$ cat src/hw/rtl/sws_pkg.sv
// ----------------------------------------------------------------------------
// sws_pkg
// types and constants shared by the sliding window statistics block
// ----------------------------------------------------------------------------
package sws_pkg;

  localparam int unsigned WindowMaxDefault  = 256;
  localparam int unsigned SampleBitsDefault = 16;
  localparam int unsigned HopLimit          = 4096;
  localparam int unsigned ValueBits         = 33;
  localparam int unsigned CountBits         = 9;
  localparam int unsigned HopBits           = 13;
  localparam int unsigned CfgIdxBits        = 2;
  localparam int unsigned CfgDataBits       = 13;

  localparam logic [CfgIdxBits-1:0] CfgWindow   = 2'd0;
  localparam logic [CfgIdxBits-1:0] CfgHop      = 2'd1;
  localparam logic [CfgIdxBits-1:0] CfgMinValid = 2'd2;
  localparam logic [CfgIdxBits-1:0] CfgMode     = 2'd3;

  typedef enum logic [1:0] {
    ModeMean = 2'd0,
    ModeVar  = 2'd1,
    ModeMax  = 2'd2,
    ModeMin  = 2'd3
  } mode_e;

  typedef struct packed {
    logic signed [SampleBitsDefault-1:0] sample;
    logic                                sample_valid;
    logic                                series_end;
  } in_item_t;

  typedef struct packed {
    logic signed [ValueBits-1:0] value;
    logic                        value_valid;
    logic [CountBits-1:0]        valid_count;
    logic                        final_result;
  } out_item_t;

endpackage

$ cat src/hw/rtl/sws_front.sv
// ----------------------------------------------------------------------------
// sws_front
// takes samples, writes the store, tracks hop phase and issues window jobs
// ----------------------------------------------------------------------------
module sws_front #(
  parameter int unsigned WindowMax  = 256,
  parameter int unsigned SampleBits = 16
) (
  input  logic                              clk_i,
  input  logic                              rst_ni,
  input  logic                              in_valid_i,
  output logic                              in_ready_o,
  input  logic signed [SampleBits-1:0]      sample_i,
  input  logic                              sample_valid_i,
  input  logic                              series_end_i,
  input  logic [8:0]                        window_length_i,
  input  logic [12:0]                       hop_i,
  input  logic                              store_busy_i,
  input  logic                              job_ready_i,
  output logic                              job_valid_o,
  output logic [$clog2(WindowMax+1)-1:0]    job_count_o,
  output logic [$clog2(WindowMax)-1:0]      job_end_o,
  output logic                              job_final_o,
  output logic                              wr_en_o,
  output logic [$clog2(WindowMax)-1:0]      wr_addr_o,
  output logic [SampleBits:0]               wr_data_o
);
  import sws_pkg::*;
  localparam int unsigned AddrBits = $clog2(WindowMax);
  localparam int unsigned NBits    = $clog2(WindowMax + 1);

  logic [AddrBits-1:0] wpos_q;
  logic [NBits-1:0]    seen_q, seen_inc;
  logic [12:0]         phase_q, phase_inc;
  logic [12:0]         h;
  logic [12:0]         w, r;
  logic [12:0]         cnt;
  logic                boundary, fire, take;
  logic                jvalid_q;
  logic [NBits-1:0]    jcount_q;
  logic [AddrBits-1:0] jend_q;
  logic                jfinal_q;

  always_comb begin
    h = (hop_i == '0) ? 13'd1 : ((hop_i > 13'(HopLimit)) ? 13'(HopLimit) : hop_i);
    w = (window_length_i == '0) ? 13'd1 : 13'(window_length_i);
    if (w > 13'(WindowMax)) w = 13'(WindowMax);
    seen_inc  = (seen_q == NBits'(WindowMax)) ? seen_q : seen_q + 1'b1;
    phase_inc = phase_q + 1'b1;
    boundary  = phase_inc >= h;
    fire      = boundary || series_end_i;
    r         = h - phase_inc;
    if (boundary) cnt = w;
    else          cnt = (w > r) ? (w - r) : '0;
    if (cnt > 13'(seen_inc)) cnt = 13'(seen_inc);
  end

  // no store writes while the back end walks the window
  assign in_ready_o = !jvalid_q && !store_busy_i;
  assign take       = in_valid_i && in_ready_o;

  always_ff @(posedge clk_i or negedge rst_ni) begin
    if (!rst_ni) begin
      wpos_q   <= '0;
      seen_q   <= '0;
      phase_q  <= '0;
      jvalid_q <= 1'b0;
      jcount_q <= '0;
      jend_q   <= '0;
      jfinal_q <= 1'b0;
    end else begin
      if (jvalid_q && job_ready_i) jvalid_q <= 1'b0;
      if (take) begin
        wpos_q <= wpos_q + 1'b1;
        if (series_end_i) begin
          seen_q  <= '0;
          phase_q <= '0;
        end else begin
          seen_q  <= seen_inc;
          phase_q <= boundary ? '0 : phase_inc;
        end
        if (fire) begin
          jvalid_q <= 1'b1;
          jcount_q <= NBits'(cnt);
          jend_q   <= wpos_q;
          jfinal_q <= series_end_i;
        end
      end
    end
  end

  assign job_valid_o = jvalid_q;
  assign job_count_o = jcount_q;
  assign job_end_o   = jend_q;
  assign job_final_o = jfinal_q;
  assign wr_en_o     = take;
  assign wr_addr_o   = wpos_q;
  assign wr_data_o   = {sample_valid_i, sample_i};
endmodule

$ cat config.mk
export PLATFORM = sky130hd
export DESIGN_NAME = sws_front
export DESIGN_NICKNAME = d
export VERILOG_FILES = /design/src/hw/rtl/sws_pkg.sv /design/src/hw/rtl/sws_front.sv
export SDC_FILE = /design/constraint.sdc
export NUM_CORES = 1
export LEC_CHECK = 0
export BUFFER_PORTS_ARGS = -buffer_cell sky130_fd_sc_hd__buf_2
export CAP_MARGIN = 5
export CORE_AREA = 2 2 89 91
export CTS_CLUSTER_SIZE = 30
export DETAILED_ROUTE_END_ITERATION = 8
export DIE_AREA = 0 0 91 93
export PLACE_DENSITY = 0.92
export SYNTH_ARGS = -nofsm -noshare
export SYNTH_HDL_FRONTEND = slang
export SYNTH_SLANG_ARGS = --single-unit
$ cat constraint.sdc
create_clock -name clk_i -period 7.15 [get_ports clk_i]
set_input_delay 1.43 -clock clk_i [delete_from_list [all_inputs] [get_ports clk_i]]
set_output_delay 1.43 -clock clk_i [all_outputs]
set_load 0.005 [all_outputs]
### After elaboration in Yosys (flattened, before gate mapping)

Cells that the tools add are included.

| cells by class | value |
|---|---|
| $lt $le $gt $ge | 5 |
| add/subtract/negate cells | 5 |
| muxes and demuxes | 14 |
| equal/unequal tests | 1 |
| reduce and logical (&&, ||, !) cells | 9 |

Operators with widths:

| operator | count |
|---|---|
| $mux W13 | 6 |
| $mux W9 | 5 |
| $sub A13 B13 Y13 | 2 |
| $add A13 B1 Y13 const B | 1 |
| $ge A13 B13 Y1 | 1 |
| $gt A13 B13 Y1 | 1 |
| $gt A13 B13 Y1 const B | 1 |
| $gt A13 B9 Y1 | 1 |
| $logic_not A13 Y1 | 1 |
| $add A9 B1 Y9 const B | 1 |
| $eq A9 B9 Y1 const B | 1 |
| $gt A9 B9 Y1 const B | 1 |
| $logic_not A9 Y1 | 1 |
| $add A8 B1 Y8 const B | 1 |
| $logic_and A1 B1 Y1 | 3 |
| $mux W1 | 3 |
| $logic_not A1 Y1 | 2 |
| $reduce_and A2 Y1 | 1 |
| $logic_or A1 B1 Y1 | 1 |

| word-level totals | value |
|---|---|
| logic and storage cells | 41 |
| register bits | 49 |
| output and inout port bits | 46 |
| input port bits | 45 |

### Depth between registers and ports, before layout

Gate-level depths: netlist (run 1).

| logic depth | value |
|---|---|
| depth after elaboration | 9 |
| mapped depth | 30 |
| gate-level depth less buffers | 30 |

### Least setup slack after synthesis (run 1)

No wires, ideal clock.

| path | value |
|---|---|
| path kind | input to register |
| from | input hop_i[4] |
| to | register jcount_q[7], in the netlist job_count_o[7] |
| path buffers | 0 |
| data required time | 7.076 ns |
| arrival | 7.012 ns |
| stages on the path | 29 |
| setup time | 0.074 ns |
| slack | 0.063 ns |
| path through | nor4_1 -> a31oi_1 -> or2_2 -> ha_1 -> fa_1 -> nor2b_1 -> o31ai_2 -> a21oi_2 -> nor2_1 -> xor2_1 -> ha_1 -> nand2_1 -> nor2b_1 -> a21boi_0 -> o221ai_1 -> a211o_1 -> nor4_4 -> or2b_1 -> nand2_1 -> ha_1 -> nor2b_1 -> o21a_1 -> o21a_1 -> o211ai_1 -> a31o_2 -> a21oi_1 -> a21oi_4 -> mux2_4 -> o21ai_2 |

| between the ends | value |
|---|---|
| cells in the longest elaborated chain, start to end | 9 |
| elaborated cells between the ends (all ways) | 14 |
| those cells by class | add/sub (2); order compare (4); mux (5); reduce/logical (3) |

RTL lines:

| element | line | text |
|---|---|---|
| start: declaration | sws_front.sv:17 | `input logic [12:0] hop_i,` |
| $gt A13 B13 Y1 | sws_front.sv:45 | `h = (hop_i == '0) ? 13'd1 : ((hop_i > 13'(HopLimit)) ? 13'(HopLimit) : hop_i);` |
| $mux W13 | sws_front.sv:45 |  |
| $mux W13 * | sws_front.sv:45 |  |
| $sub A13 B13 Y13 | sws_front.sv:52 | `r = h - phase_inc;` |
| $sub A13 B13 Y13 / $gt A13 B13 Y1 (equally long branches) | sws_front.sv:54 | `else cnt = (w > r) ? (w - r) : '0;` |
| $mux W13 | sws_front.sv:54 |  |
| $mux W13 | sws_front.sv:53 | `if (boundary) cnt = w;` |
| $gt A13 B9 Y1 | sws_front.sv:55 | `if (cnt > 13'(seen_inc)) cnt = 13'(seen_inc);` |
| $mux W9 | sws_front.sv:55 |  |
| end signal: assignment | sws_front.sv:84 | `jcount_q <= NBits'(cnt);` |
| end: declaration | sws_front.sv:40 | `logic [NBits-1:0] jcount_q;` |

Every way passes the cells marked *; elsewhere a longest branch is shown, timed or not.
A chain may end at the register's enable or synchronous reset.

### Worst setup path after layout (run 1)

| path | value |
|---|---|
| from | input hop_i[1] |
| to | register jcount_q[7], in the netlist job_count_o[7] |

Same word-level chain as after synthesis.

==> results of run 1 <==
-- cells in the final DEF, fill, tap and decap left out, types with 3 or more instances in the layout --
master    count
inv_1        26
o21a_1        9
nor2_1       24
a21boi_0      4
nand2b_1      3
dfrtp_1      49
mux2_4        5
o21bai_1      3
buf_2        56
o21ai_0      29
nor2b_1      23
a21o_1        3
o41ai_1       3
and3_1        7
a22oi_1       7
a21oi_1      16
xnor2_1      23
nor3_1        6
clkbuf_8      5
o21ai_1       4
nand4_1      10
o21ai_2       7
or2_2         3
a22o_1        4
buf_4         7
nand2_1      49
o31ai_1       3
nand3_1      11
ha_1         35
xor2_1       15
mux2_2        9
nor4_1        5
-- cell families (layout without fill, tap and decap cells) --
group / after synthesis / in the layout / share of synthesized area [%]
xor gates and xnor gates: 38 / 38 / 8.10
DFF: 49 / 49 / 29.8
and+or+nand+nor: 151 / 151 / 18.8
AOI/OAI and AO/OA: 116 / 116 / 20.0
buffers and inverters: 59 / 98 / 7.03
muxes: 15 / 15 / 4.54
adders and majority gates: 37 / 37 / 11.6
-- critical path, delay by kind of cell --
| kind | cells | cell delay, ps |
|---|---|---|
| mux | 1 | 300 |
| compound gates | 13 | 1950 |
| fa+ha+maj | 4 | 1150 |
| xor+xnor | 1 | 150 |
| buf+inv | 2 | 260 |
| simple gates | 10 | 1760 |
-- path summary, 6_finish.rpt --
kind | start | to | slack [ps] | cells after the start
hold / removal | job_count_o[6] | job_count_o[6] | 480 | 2
max in group asynchronous | rst_ni | phase_q[2] | 5220 | 1
setup / recovery | hop_i[1] | job_count_o[7] | 390 | 31
hold reg to reg | job_count_o[6] | job_count_o[6] | 480 | 2
min in group asynchronous | rst_ni | job_end_o[0] | 1290 | 1
setup reg to reg | phase_q[0] | job_count_o[7] | 1200 | 29
-- cell type report --
class / instances / area (um^2) / share of cell area (%)
inverters: 26 / 97.6 / 2.16
flip-flops and latches: 49 / 1230 / 27.2
clock buffers: 5 / 68.8 / 1.53
repair buffers: 64 / 353 / 7.82
clock inverters: 3 / 26.3 / 0.582
multi-input cells: 357 / 2610 / 57.9
well taps: 102 / 128 / 2.83
-- registers in the layout (all words and copies together) (netlist names) --
| signal | flops |
|---|---|
| job_count_o | 9 |
| job_end_o | 8 |
| job_final_o | 1 |
| job_valid_o | 1 |
| phase_q | 13 |
| seen_q | 9 |
| wr_addr_o | 8 |
-- metal layers --
metal  routed length [um]  up-vias  track usage (%)  share of wire (%)
li1                     -     1705                -                  -
met3                  383       12             3.55                4.1
met5                    0        -                0                  0
met1                 4050     1630             28.8                 44
met4                  121        0             5.05                1.3
met2                 4700       91             41.5                 51
-- per-stage QoR --
stage	util [%]	instances	hold WS, ps	setup TNS (ps)
finish	59.9	606	482	0
global route	59.9	606	518	0
CTS	59.5	605	485	0
detailed placement	58.2	597	464	-814
global placement	58.2	597	458	0
floorplan	-	465	469	0
-- power groups by stage --
stage	Combinational [mW]	Clock [mW]	Sequential [mW]
2_1_floorplan	0.307	0	0.373
3_3_place_gp	0.424	0	0.372
3_5_place_dp	0.441	0	0.376
4_1_cts	0.444	0.179	0.370
5_1_grt	0.509	0.188	0.377
6_report	0.458	0.175	0.370
-- repair_timing --
item / in CTS / in global routing
setup endpoints to repair: 0 / 9
gates resized for setup: 0 / 5
setup buffers: 0 / 1
==> impl_metrics.py, run 1 <==
metrics = {
    "route": {
        "antenna_violating_nets_left": 0,
        "wirelength_um": 9250,
        "route.detailed.vias_per_inst": 5.67,
        "drtPass1Iterations": 5,
        "route.detailed.wl_per_inst_um": 15.3,
        "detailroute.via_count": 3438,
        "post-route-drc-count": 0,
        "detail_route.iter0.violations": 187,
    },
    "yosys": {
        "ys_top_cells_by_count": "49 x dfrtp_1, 49 x nand2_1, 35 x ha_1",
        "syn_area_um2": 4110,
        "synth_warnings": 0,
        "synth_largest_type_area_fraction_pct": 29.8,
        "syn-mean-instance-area_um2": 8.84,
        "post_synth_edffs": 0,
        "syn-num-nets": 547,
        "synth.top_cells.by_area": "dfrtp_1 30%, ha_1 11%, xnor2_1 4.9%, nand2_1 4.5%, nor2b_1 3.7%",
        "ys_ff_latch": 49,
        "post_synth_inst_count": 465,
        "seq_area_frac_synth_pct": 29.8,
        "most_used_flip_flop_cell_after_synthesis": "dfrtp_1",
        "synthDistinctLibCells": 62,
        "proportion_of_register_bits_with_asynchronous_set_or_reset_after_synthesis_pct": 100,
        "synth_largest_area_cell": "dfrtp_1",
    },
    "final_layout": {
        "final_layout_size_suffix_gt1_share_pct": 23.0,
        "layout-area-overhead-vs-synth_pct": 9.81,
        "fin_area_um2": 4510,
        "antennaDiodeCount": 0,
        "final.fill_count": 674,
        "nets": 585,
    },
    "clock_tree": {
        "buffers_from_clock_root_to_sink_at_most": 2,
        "cts.sinks": 49,
        "htree_levels": 2,
        "clk_pin_slew_ps": 90,
        "clock_insertion_delay_worst_skew_ps": 320,
        "cts-buffers-inserted": 5,
        "cts_tree": "done",
        "cts_root_buffer": "clkbuf_8",
        "cts-hold-fix-buffers": 0,
    },
    "place": {
        "place_worst_setup_slack_ps": -109,
        "hpwlAfterDp_um": 7440,
        "dpl_cell_area_um2": 4380,
        "gpl.final_weighted_congestion": 0.920,
        "port_buffers": 56,
    },
    "floorplan": {
        "rows": 32,
        "chipWidth_um": 91,
        "dieArea_um2": 8460,
        "ios": 91,
        "initial_core_util_pct": 54.6,
        "height_of_the_die_um": 93,
        "coreArea_um2": 7530,
    },
    "power_and_ir_drop": {
        "p_total_mw": 1.00,
        "power.static_leakage_nw": 2.09,
        "gate_power_share_pct": 45.6,
        "p_per_area_nw_per_um2": 222,
        "power.share.switching_pct": 38.1,
        "p_sw_uw": 382,
        "power.sequential.fraction_pct": 36.9,
        "clkPwrFrac_pct": 17.5,
        "worst_ir_drop_vdd_v": 0.000108,
        "power_report.internal_total_uw": 621,
    },
    "worst_hold_path": {
        "hold_path_class": "reg2reg",
    },
    "sta": {
        "finalSetupViolations": 0,
        "minimum_clock_period_after_layout_ps": 6760,
        "finalClockSkew_ps": 7.86,
        "fin_crit_sh_pct": 94.6,
        "hold_viol_final": 0,
        "slew_headroom_pct": 30.7,
        "worst_pin_slew_ps": 1040,
        "layout_setup_ws_ps": 388,
        "rsz_0062_raised_after_global_routing": "no",
        "fmax_ghz": 0.148,
        "drv_slew": 0,
    },
    "worst_setup_path": {
        "criticalPathCategory": "in2reg",
        "endpoint_type_of_the_worst_setup_path": "flop",
        "timing.critical_path.arrival_ps": 7010,
        "crit_path_most_repeated_cell": "ha_1",
        "critical_path.startpoint_type": "input pin",
        "critical_path_required_ps": 7400,
        "worst-path-max-fanout": 9,
        "critPathMaxStageDelay_ps": 370,
        "cp_slowest_cell": "fa_2",
    },
    "global_routing": {
        "grt_max_degree": 50,
        "grt_antenna_before_repair": 0,
        "grt_ovf": 0,
        "grt_pass1_wl_um": 15900,
        "vias_in_the_first_global_route": 3376,
        "global_route_usage_over_all_layers_pct": 22.9,
    },
    "run": {
        "max-cap-violations": 0,
    },
    "status": {
        "outcome": "complete, no violations",
    },
}
Note: power is estimated with default switching activity, not from simulation.
==> inputs of run 2 (changes only) <==
--- a/config.mk
+++ b/config.mk
@@ -5,12 +5,13 @@
 export SDC_FILE = /design/constraint.sdc
 export NUM_CORES = 1
 export LEC_CHECK = 0
+export ABC_AREA = 1
 export BUFFER_PORTS_ARGS = -buffer_cell sky130_fd_sc_hd__buf_2
 export CAP_MARGIN = 5
-export CORE_AREA = 2 2 89 91
+export CORE_AREA = 5 5 92 94
 export CTS_CLUSTER_SIZE = 30
 export DETAILED_ROUTE_END_ITERATION = 8
-export DIE_AREA = 0 0 91 93
+export DIE_AREA = 0 0 97 99
 export PLACE_DENSITY = 0.92
 export SYNTH_ARGS = -nofsm -noshare
 export SYNTH_HDL_FRONTEND = slang
==> run 2 against run 1 <==
Against the previous run: die area rose by 13%; highest routed layer unchanged; utilization fell by 1.3 points; area after synthesis rose by 0.64%; largest power group unchanged; via count rose by 13%; sequential power rose by 11%; clock power fell by 7%.
==> impl_metrics.py, run 2 <==
metrics = {
    "worst_hold_path": {
        "timing.hold.worst_endpoint": "job_count_o[5]",
        "hold_path_depth": 2,
        "hold_start": "job_count_o[5]",
        "hold_path_class": "reg2reg",
    },
    "route": {
        "detail_route.iter0.violations": 208,
        "route.detailed.wl_per_inst_um": 14.6,
        "wirelength_um": 10300,
        "antenna_violating_nets_left": 0,
        "post-route-drc-count": 0,
        "detailroute.via_count": 3892,
        "route.detailed.vias_per_inst": 5.50,
        "drtPass1Iterations": 5,
    },
    "yosys": {
        "seq_area_frac_synth_pct": 29.7,
        "syn_area_um2": 4140,
        "proportion_of_register_bits_with_asynchronous_set_or_reset_after_synthesis_pct": 100,
        "synth.top_cells.by_area": "dfrtp_1 30%, nand2_1 12%, ha_1 11%, inv_1 7.8%, xor2_1 7.0%",
        "synth_largest_type_area_fraction_pct": 29.7,
        "most_instantiated_library_cell_after_synthesis": "nand2_1",
        "post_synth_edffs": 0,
        "syn-mean-instance-area_um2": 7.24,
        "ys_ff_latch": 49,
        "post_synth_inst_count": 571,
        "ys_top_cells_by_count": "129 x nand2_1, 86 x inv_1, 49 x dfrtp_1",
        "synthDistinctLibCells": 43,
        "syn-num-nets": 653,
        "most_used_flip_flop_cell_after_synthesis": "dfrtp_1",
        "synth_largest_area_cell": "dfrtp_1",
        "synth_warnings": 0,
    },
    "floorplan": {
        "height_of_the_die_um": 99,
        "ios": 91,
        "chipWidth_um": 97,
        "rows": 32,
        "dieArea_um2": 9600,
        "coreArea_um2": 7570,
        "initial_core_util_pct": 54.6,
    },
    "sta": {
        "whs_ps": 481,
        "slew_headroom_pct": 26.7,
        "rsz_0062_raised_after_global_routing": "no",
        "setup_tns_ps": 0,
        "minimum_clock_period_after_layout_ps": 6260,
        "drv_slew": 0,
        "fin_crit_sh_pct": 87.6,
        "finalClockSkew_ps": 5.44,
        "hold_viol_final": 0,
        "finalSetupViolations": 0,
        "worst_pin_slew_ps": 1100,
        "fmax_ghz": 0.160,
    },
    "worst_setup_path": {
        "worst-path-max-fanout": 12,
        "critical_path.startpoint_type": "input pin",
        "timing.critical_path.arrival_ps": 6500,
        "criticalPathCategory": "in2reg",
        "timing.reg2reg.worst_path_depth": 31,
        "critical_path_required_ps": 7390,
        "cp_slowest_cell": "fa_1",
        "critPathMaxStageDelay_ps": 500,
        "rrSetupSlack_ps": 1810,
        "critical_path.reg2reg.endpoint": "job_count_o[8]",
        "crit_path_most_repeated_cell": "nand2_1",
        "endpoint_type_of_the_worst_setup_path": "flop",
        "r2r-start": "phase_q[2]",
    },
    "clock_tree": {
        "cts_tree": "done",
        "cts-hold-fix-buffers": 0,
        "htree_levels": 2,
        "buffers_from_clock_root_to_sink_at_most": 2,
        "clk_pin_slew_ps": 90,
        "cts-buffers-inserted": 5,
        "cts_root_buffer": "clkbuf_8",
        "postCtsSetupBuffers": 0,
        "clock_insertion_delay_worst_skew_ps": 300,
        "cts_repair_resize_count": 0,
        "cts.sinks": 49,
    },
    "power_and_ir_drop": {
        "clkPwrFrac_pct": 12.7,
        "worst_ir_drop_vdd_v": 0.000158,
        "power_report.internal_total_uw": 699,
        "power.sequential.fraction_pct": 32.1,
        "power.share.switching_pct": 45.2,
        "p_per_area_nw_per_um2": 288,
        "p_total_mw": 1.28,
        "power.static_leakage_nw": 2.41,
        "p_sw_uw": 578,
        "gate_power_share_pct": 55.3,
    },
    "global_routing": {
        "grt_ovf": 0,
        "global_route_usage_over_all_layers_pct": 21.4,
        "grt_pass1_wl_um": 17300,
        "grt_max_degree": 50,
        "vias_in_the_first_global_route": 3841,
        "grt_antenna_before_repair": 0,
    },
    "place": {
        "port_buffers": 56,
        "gpl.final_weighted_congestion": 0.990,
        "hpwlAfterDp_um": 8240,
        "placedCellCount": 699,
    },
    "final_layout": {
        "final.fill_count": 670,
        "most-common-layout-cells": "129 x nand2_1, 86 x inv_1, 56 x buf_2, 49 x dfrtp_1, 48 x nor2_1",
        "register_name_with_the_most_flops": "phase_q",
        "largest_reg_flops": 13,
        "final_layout_size_suffix_gt1_share_pct": 12.6,
        "nets": 686,
        "final_cell_count_no_fill": 707,
        "layout.cells.most_common": "nand2_1",
        "antennaDiodeCount": 0,
        "layout-area-overhead-vs-synth_pct": 7.26,
        "final_core_utilization_pct": 58.6,
    },
    "status": {
        "outcome": "complete, no violations",
    },
    "run": {
        "max-cap-violations": 0,
    },
}
==> run 2: worst max path at each step <==
stage                  start              to  depth (start not counted)
floorplan           hop_i[0]  job_count_o[2]                         29
global placement    hop_i[8]  job_count_o[3]                         29
detailed placement  hop_i[0]  job_count_o[8]                         29
CTS                 hop_i[0]  job_count_o[8]                         29
global route        hop_i[0]  job_count_o[7]                         29
finish              hop_i[0]  job_count_o[8]                         31
==> run 2: cell type report <==
class / instances / area, um^2 / area share [%]
Clock buffer: 7 / 76.3 / 1.72
Clock inverter: 1 / 7.51 / 0.169
Inverter: 88 / 330 / 7.45
Multi-Input combinational cell: 404 / 2390 / 53.8
Sequential cell: 49 / 1230 / 27.6
Tap cell: 102 / 128 / 2.88
Timing Repair Buffer: 56 / 280 / 6.32
==> run 2: kinds of logic after synthesis <==
logic type,share of synthesized area [%]
xor gates and xnor gates,8.05
DFF,29.7
buffers and inverters,12.6
AOI/OAI and AO/OA,12.3
and+or+nand+nor,25.8
adders and majority gates,11.6
==> run 2: stage by stage <==
step | instance area, um^2 | worst slack (ps)
floorplan | 4140 | 1560
global placement | 4350 | 899
detailed placement | 4350 | 656
CTS | 4440 | 972
global route | 4440 | 409
finish | 4440 | 889
==> run 2: per-layer routing <==
metal / wire [um] / global-route usage (%)
met5: 0 / 0
met4: 246 / 7.56
met3: 617 / 3.40
met2: 5170 / 38.0
met1: 4270 / 26.4
==> run 2: critical path, delay by kind of cell <==
| family | cells | cell delay [ps] |
|---|---|---|
| AND/OR/NAND/NOR | 13 | 1850 |
| adder cells (fa/ha/maj) | 3 | 1090 |
| buffers and inverters | 5 | 560 |
| XOR/XNOR | 1 | 190 |
| AO/OA/AOI/OAI | 9 | 1380 |
==> run 2: power by group through the flow <==
stage / registers, mW / logic [mW] / clock network, mW
floorplan: 0.411 / 0.505 / 0
global placement: 0.410 / 0.665 / 0
detailed placement: 0.414 / 0.698 / 0
CTS: 0.409 / 0.701 / 0.162
global route: 0.419 / 0.797 / 0.177
finish: 0.409 / 0.706 / 0.162
==> inputs of run 3 (changes only) <==
==> config.mk (replaced) <==
export PLATFORM = sky130hd
export DESIGN_NAME = sws_front
export DESIGN_NICKNAME = d
export VERILOG_FILES = /design/src/hw/rtl/sws_pkg.sv /design/src/hw/rtl/sws_front.sv
export SDC_FILE = /design/constraint.sdc
export NUM_CORES = 1
export LEC_CHECK = 0
export ABC_AREA = 1
export CAP_MARGIN = 5
export CORE_AREA = 5 5 86 88
export CTS_CLUSTER_SIZE = 30
export DETAILED_ROUTE_END_ITERATION = 8
export DIE_AREA = 0 0 91 93
export DONT_BUFFER_PORTS = 1
export PLACE_DENSITY_LB_ADDON = 0.3
export SYNTH_ARGS = -nofsm -noshare
export SYNTH_HDL_FRONTEND = slang
export SYNTH_SLANG_ARGS = --single-unit
==> run 3 against run 2 <==
Against the previous run: flip-flop and latch count unchanged; highest routed layer unchanged; power down 5.5%; worst setup slack better by 160 ps; largest power group unchanged; critical endpoint is now job_count_o[4]; clock skew up 6.0 ps; clock power up 6%.
==> impl_metrics.py, run 3 (synthesized netlist as in run 2, its figures left out) <==
metrics = {
    "clock_tree": {
        "htree_levels": 2,
        "clk_pin_slew_ps": 100,
        "postCtsSetupBuffers": 0,
        "cts-hold-fix-buffers": 0,
        "cts.sinks": 49,
        "cts_repair_resize_count": 0,
        "cts-buffers-inserted": 5,
        "clock_insertion_delay_worst_skew_ps": 300,
        "cts_tree": "done",
        "cts_root_buffer": "clkbuf_8",
        "buffers_from_clock_root_to_sink_at_most": 2,
    },
    "final_layout": {
        "antennaDiodeCount": 0,
        "most-common-layout-cells": "129 x nand2_1, 86 x inv_1, 49 x dfrtp_1, 48 x nor2_1",
        "nets": 630,
        "layout-area-overhead-vs-synth_pct": 0.0908,
        "largest_reg_flops": 13,
        "register_name_with_the_most_flops": "phase_q",
        "layout.cells.most_common": "nand2_1",
        "fin_area_um2": 4140,
        "final_cell_count_no_fill": 629,
        "final_layout_size_suffix_gt1_share_pct": 4.01,
    },
    "power_and_ir_drop": {
        "p_per_area_nw_per_um2": 292,
        "p_total_mw": 1.21,
        "worst_ir_drop_vdd_v": 0.000189,
        "power.static_leakage_nw": 2.18,
    },
    "route": {
        "antenna_violating_nets_left": 0,
        "detailroute.via_count": 3541,
        "detail_route.iter0.violations": 198,
        "post-route-drc-count": 0,
        "route.detailed.vias_per_inst": 5.63,
        "route.detailed.wl_per_inst_um": 15.0,
        "drtPass1Iterations": 4,
        "wirelength_um": 9460,
    },
    "global_routing": {
        "grt_ovf": 0,
        "vias_in_the_first_global_route": 3459,
        "global_route_usage_over_all_layers_pct": 22.5,
        "grt_antenna_before_repair": 0,
        "grt_max_degree": 50,
        "grt_pass1_wl_um": 15900,
    },
    "worst_setup_path": {
        "timing.critical_path.arrival_ps": 6300,
        "crit_end": "job_count_o[4]",
        "criticalPathCategory": "in2reg",
        "endpoint_type_of_the_worst_setup_path": "flop",
        "r2r-start": "phase_q[2]",
        "worst-path-max-fanout": 12,
        "critPathMaxStageDelay_ps": 500,
        "rrSetupSlack_ps": 1730,
        "critical_path_required_ps": 7340,
        "timing.reg2reg.worst_path_depth": 30,
        "setup.worst_path.start": "hop_i[0]",
        "critical_path.startpoint_type": "input pin",
        "cp_slowest_cell": "fa_1",
        "critical_path.reg2reg.endpoint": "job_count_o[4]",
        "crit_path_most_repeated_cell": "nand2_1",
    },
    "sta": {
        "hold_viol_final": 0,
        "fin_crit_sh_pct": 85.4,
        "drv_slew": 0,
        "whs_ps": 519,
        "rsz_0062_raised_after_global_routing": "no",
        "finalSetupViolations": 0,
        "minimum_clock_period_after_layout_ps": 6100,
        "setup_tns_ps": 0,
        "slew_headroom_pct": 49.2,
        "finalClockSkew_ps": 11.4,
        "fmax_ghz": 0.164,
        "worst_pin_slew_ps": 761,
    },
    "floorplan": {
        "initial_core_util_pct": 63.0,
        "chipWidth_um": 91,
        "coreArea_um2": 6570,
        "height_of_the_die_um": 93,
        "dieArea_um2": 8460,
        "rows": 30,
        "ios": 91,
    },
    "status": {
        "outcome": "complete, no violations",
    },
    "worst_hold_path": {
        "hold_path_class": "reg2reg",
        "hold_start": "phase_q[12]",
    },
    "place": {
        "gpl.final_weighted_congestion": 0.933,
        "hpwlAfterDp_um": 7790,
        "placedCellCount": 621,
        "dpl_cell_area_um2": 4040,
        "port_buffers": 0,
    },
    "run": {
        "max-cap-violations": 0,
    },
}
run 3: through the flow:
step / utilization (%) / setup WS [ps]
after floorplan: - / 1560
after global placement: 61.6 / 1000
after detailed placement: 61.6 / 827
after CTS: 63.0 / 1130
after global routing: 63.0 / 501
final: 63.0 / 1050
run 3: final cells by class:
cell class	count	area, um^2
Tap cell	80	100
Clock inverter	3	26.3
Multi-Input combinational cell	404	2390
Fill cell	588	2430
Clock buffer	5	68.8
Inverter	88	330
Sequential cell	49	1230
run 3: report_power, final:
group          total [mW]  internal [mW]  switching, mW
logic               0.608          0.232          0.377
registers           0.428          0.353         0.0748
clock network       0.171         0.0713         0.0993
run 3: worst min path at each step:
stage / endpoint / slack, ps / cells after the start
CTS: job_end_o[7] / 520 / 2
global route: phase_q[12] / 550 / 2
detailed placement: job_end_o[7] / 500 / 2
global placement: job_end_o[7] / 490 / 2
floorplan: phase_q[12] / 470 / 2
finish: phase_q[12] / 520 / 2
run 3: worst max-delay path, delay by kind of cell:
family | cells | cell delay (ps)
AOI/OAI and AO/OA | 8 | 1360
xor gates and xnor gates | 1 | 120
adders and majority gates | 3 | 1110
buffers and inverters | 3 | 450
and+or+nand+nor | 13 | 1830
run 3: layer usage:
layer  vias to the layer above  global-route usage (%)  routed length (um)
met5                         -                       0                   0
met4                         0                    6.85                 180
met2                       102                    39.8                4780
met1                      1632                    27.7                4030
li1                       1787                       -                   -
met3                        20                    4.18                 466
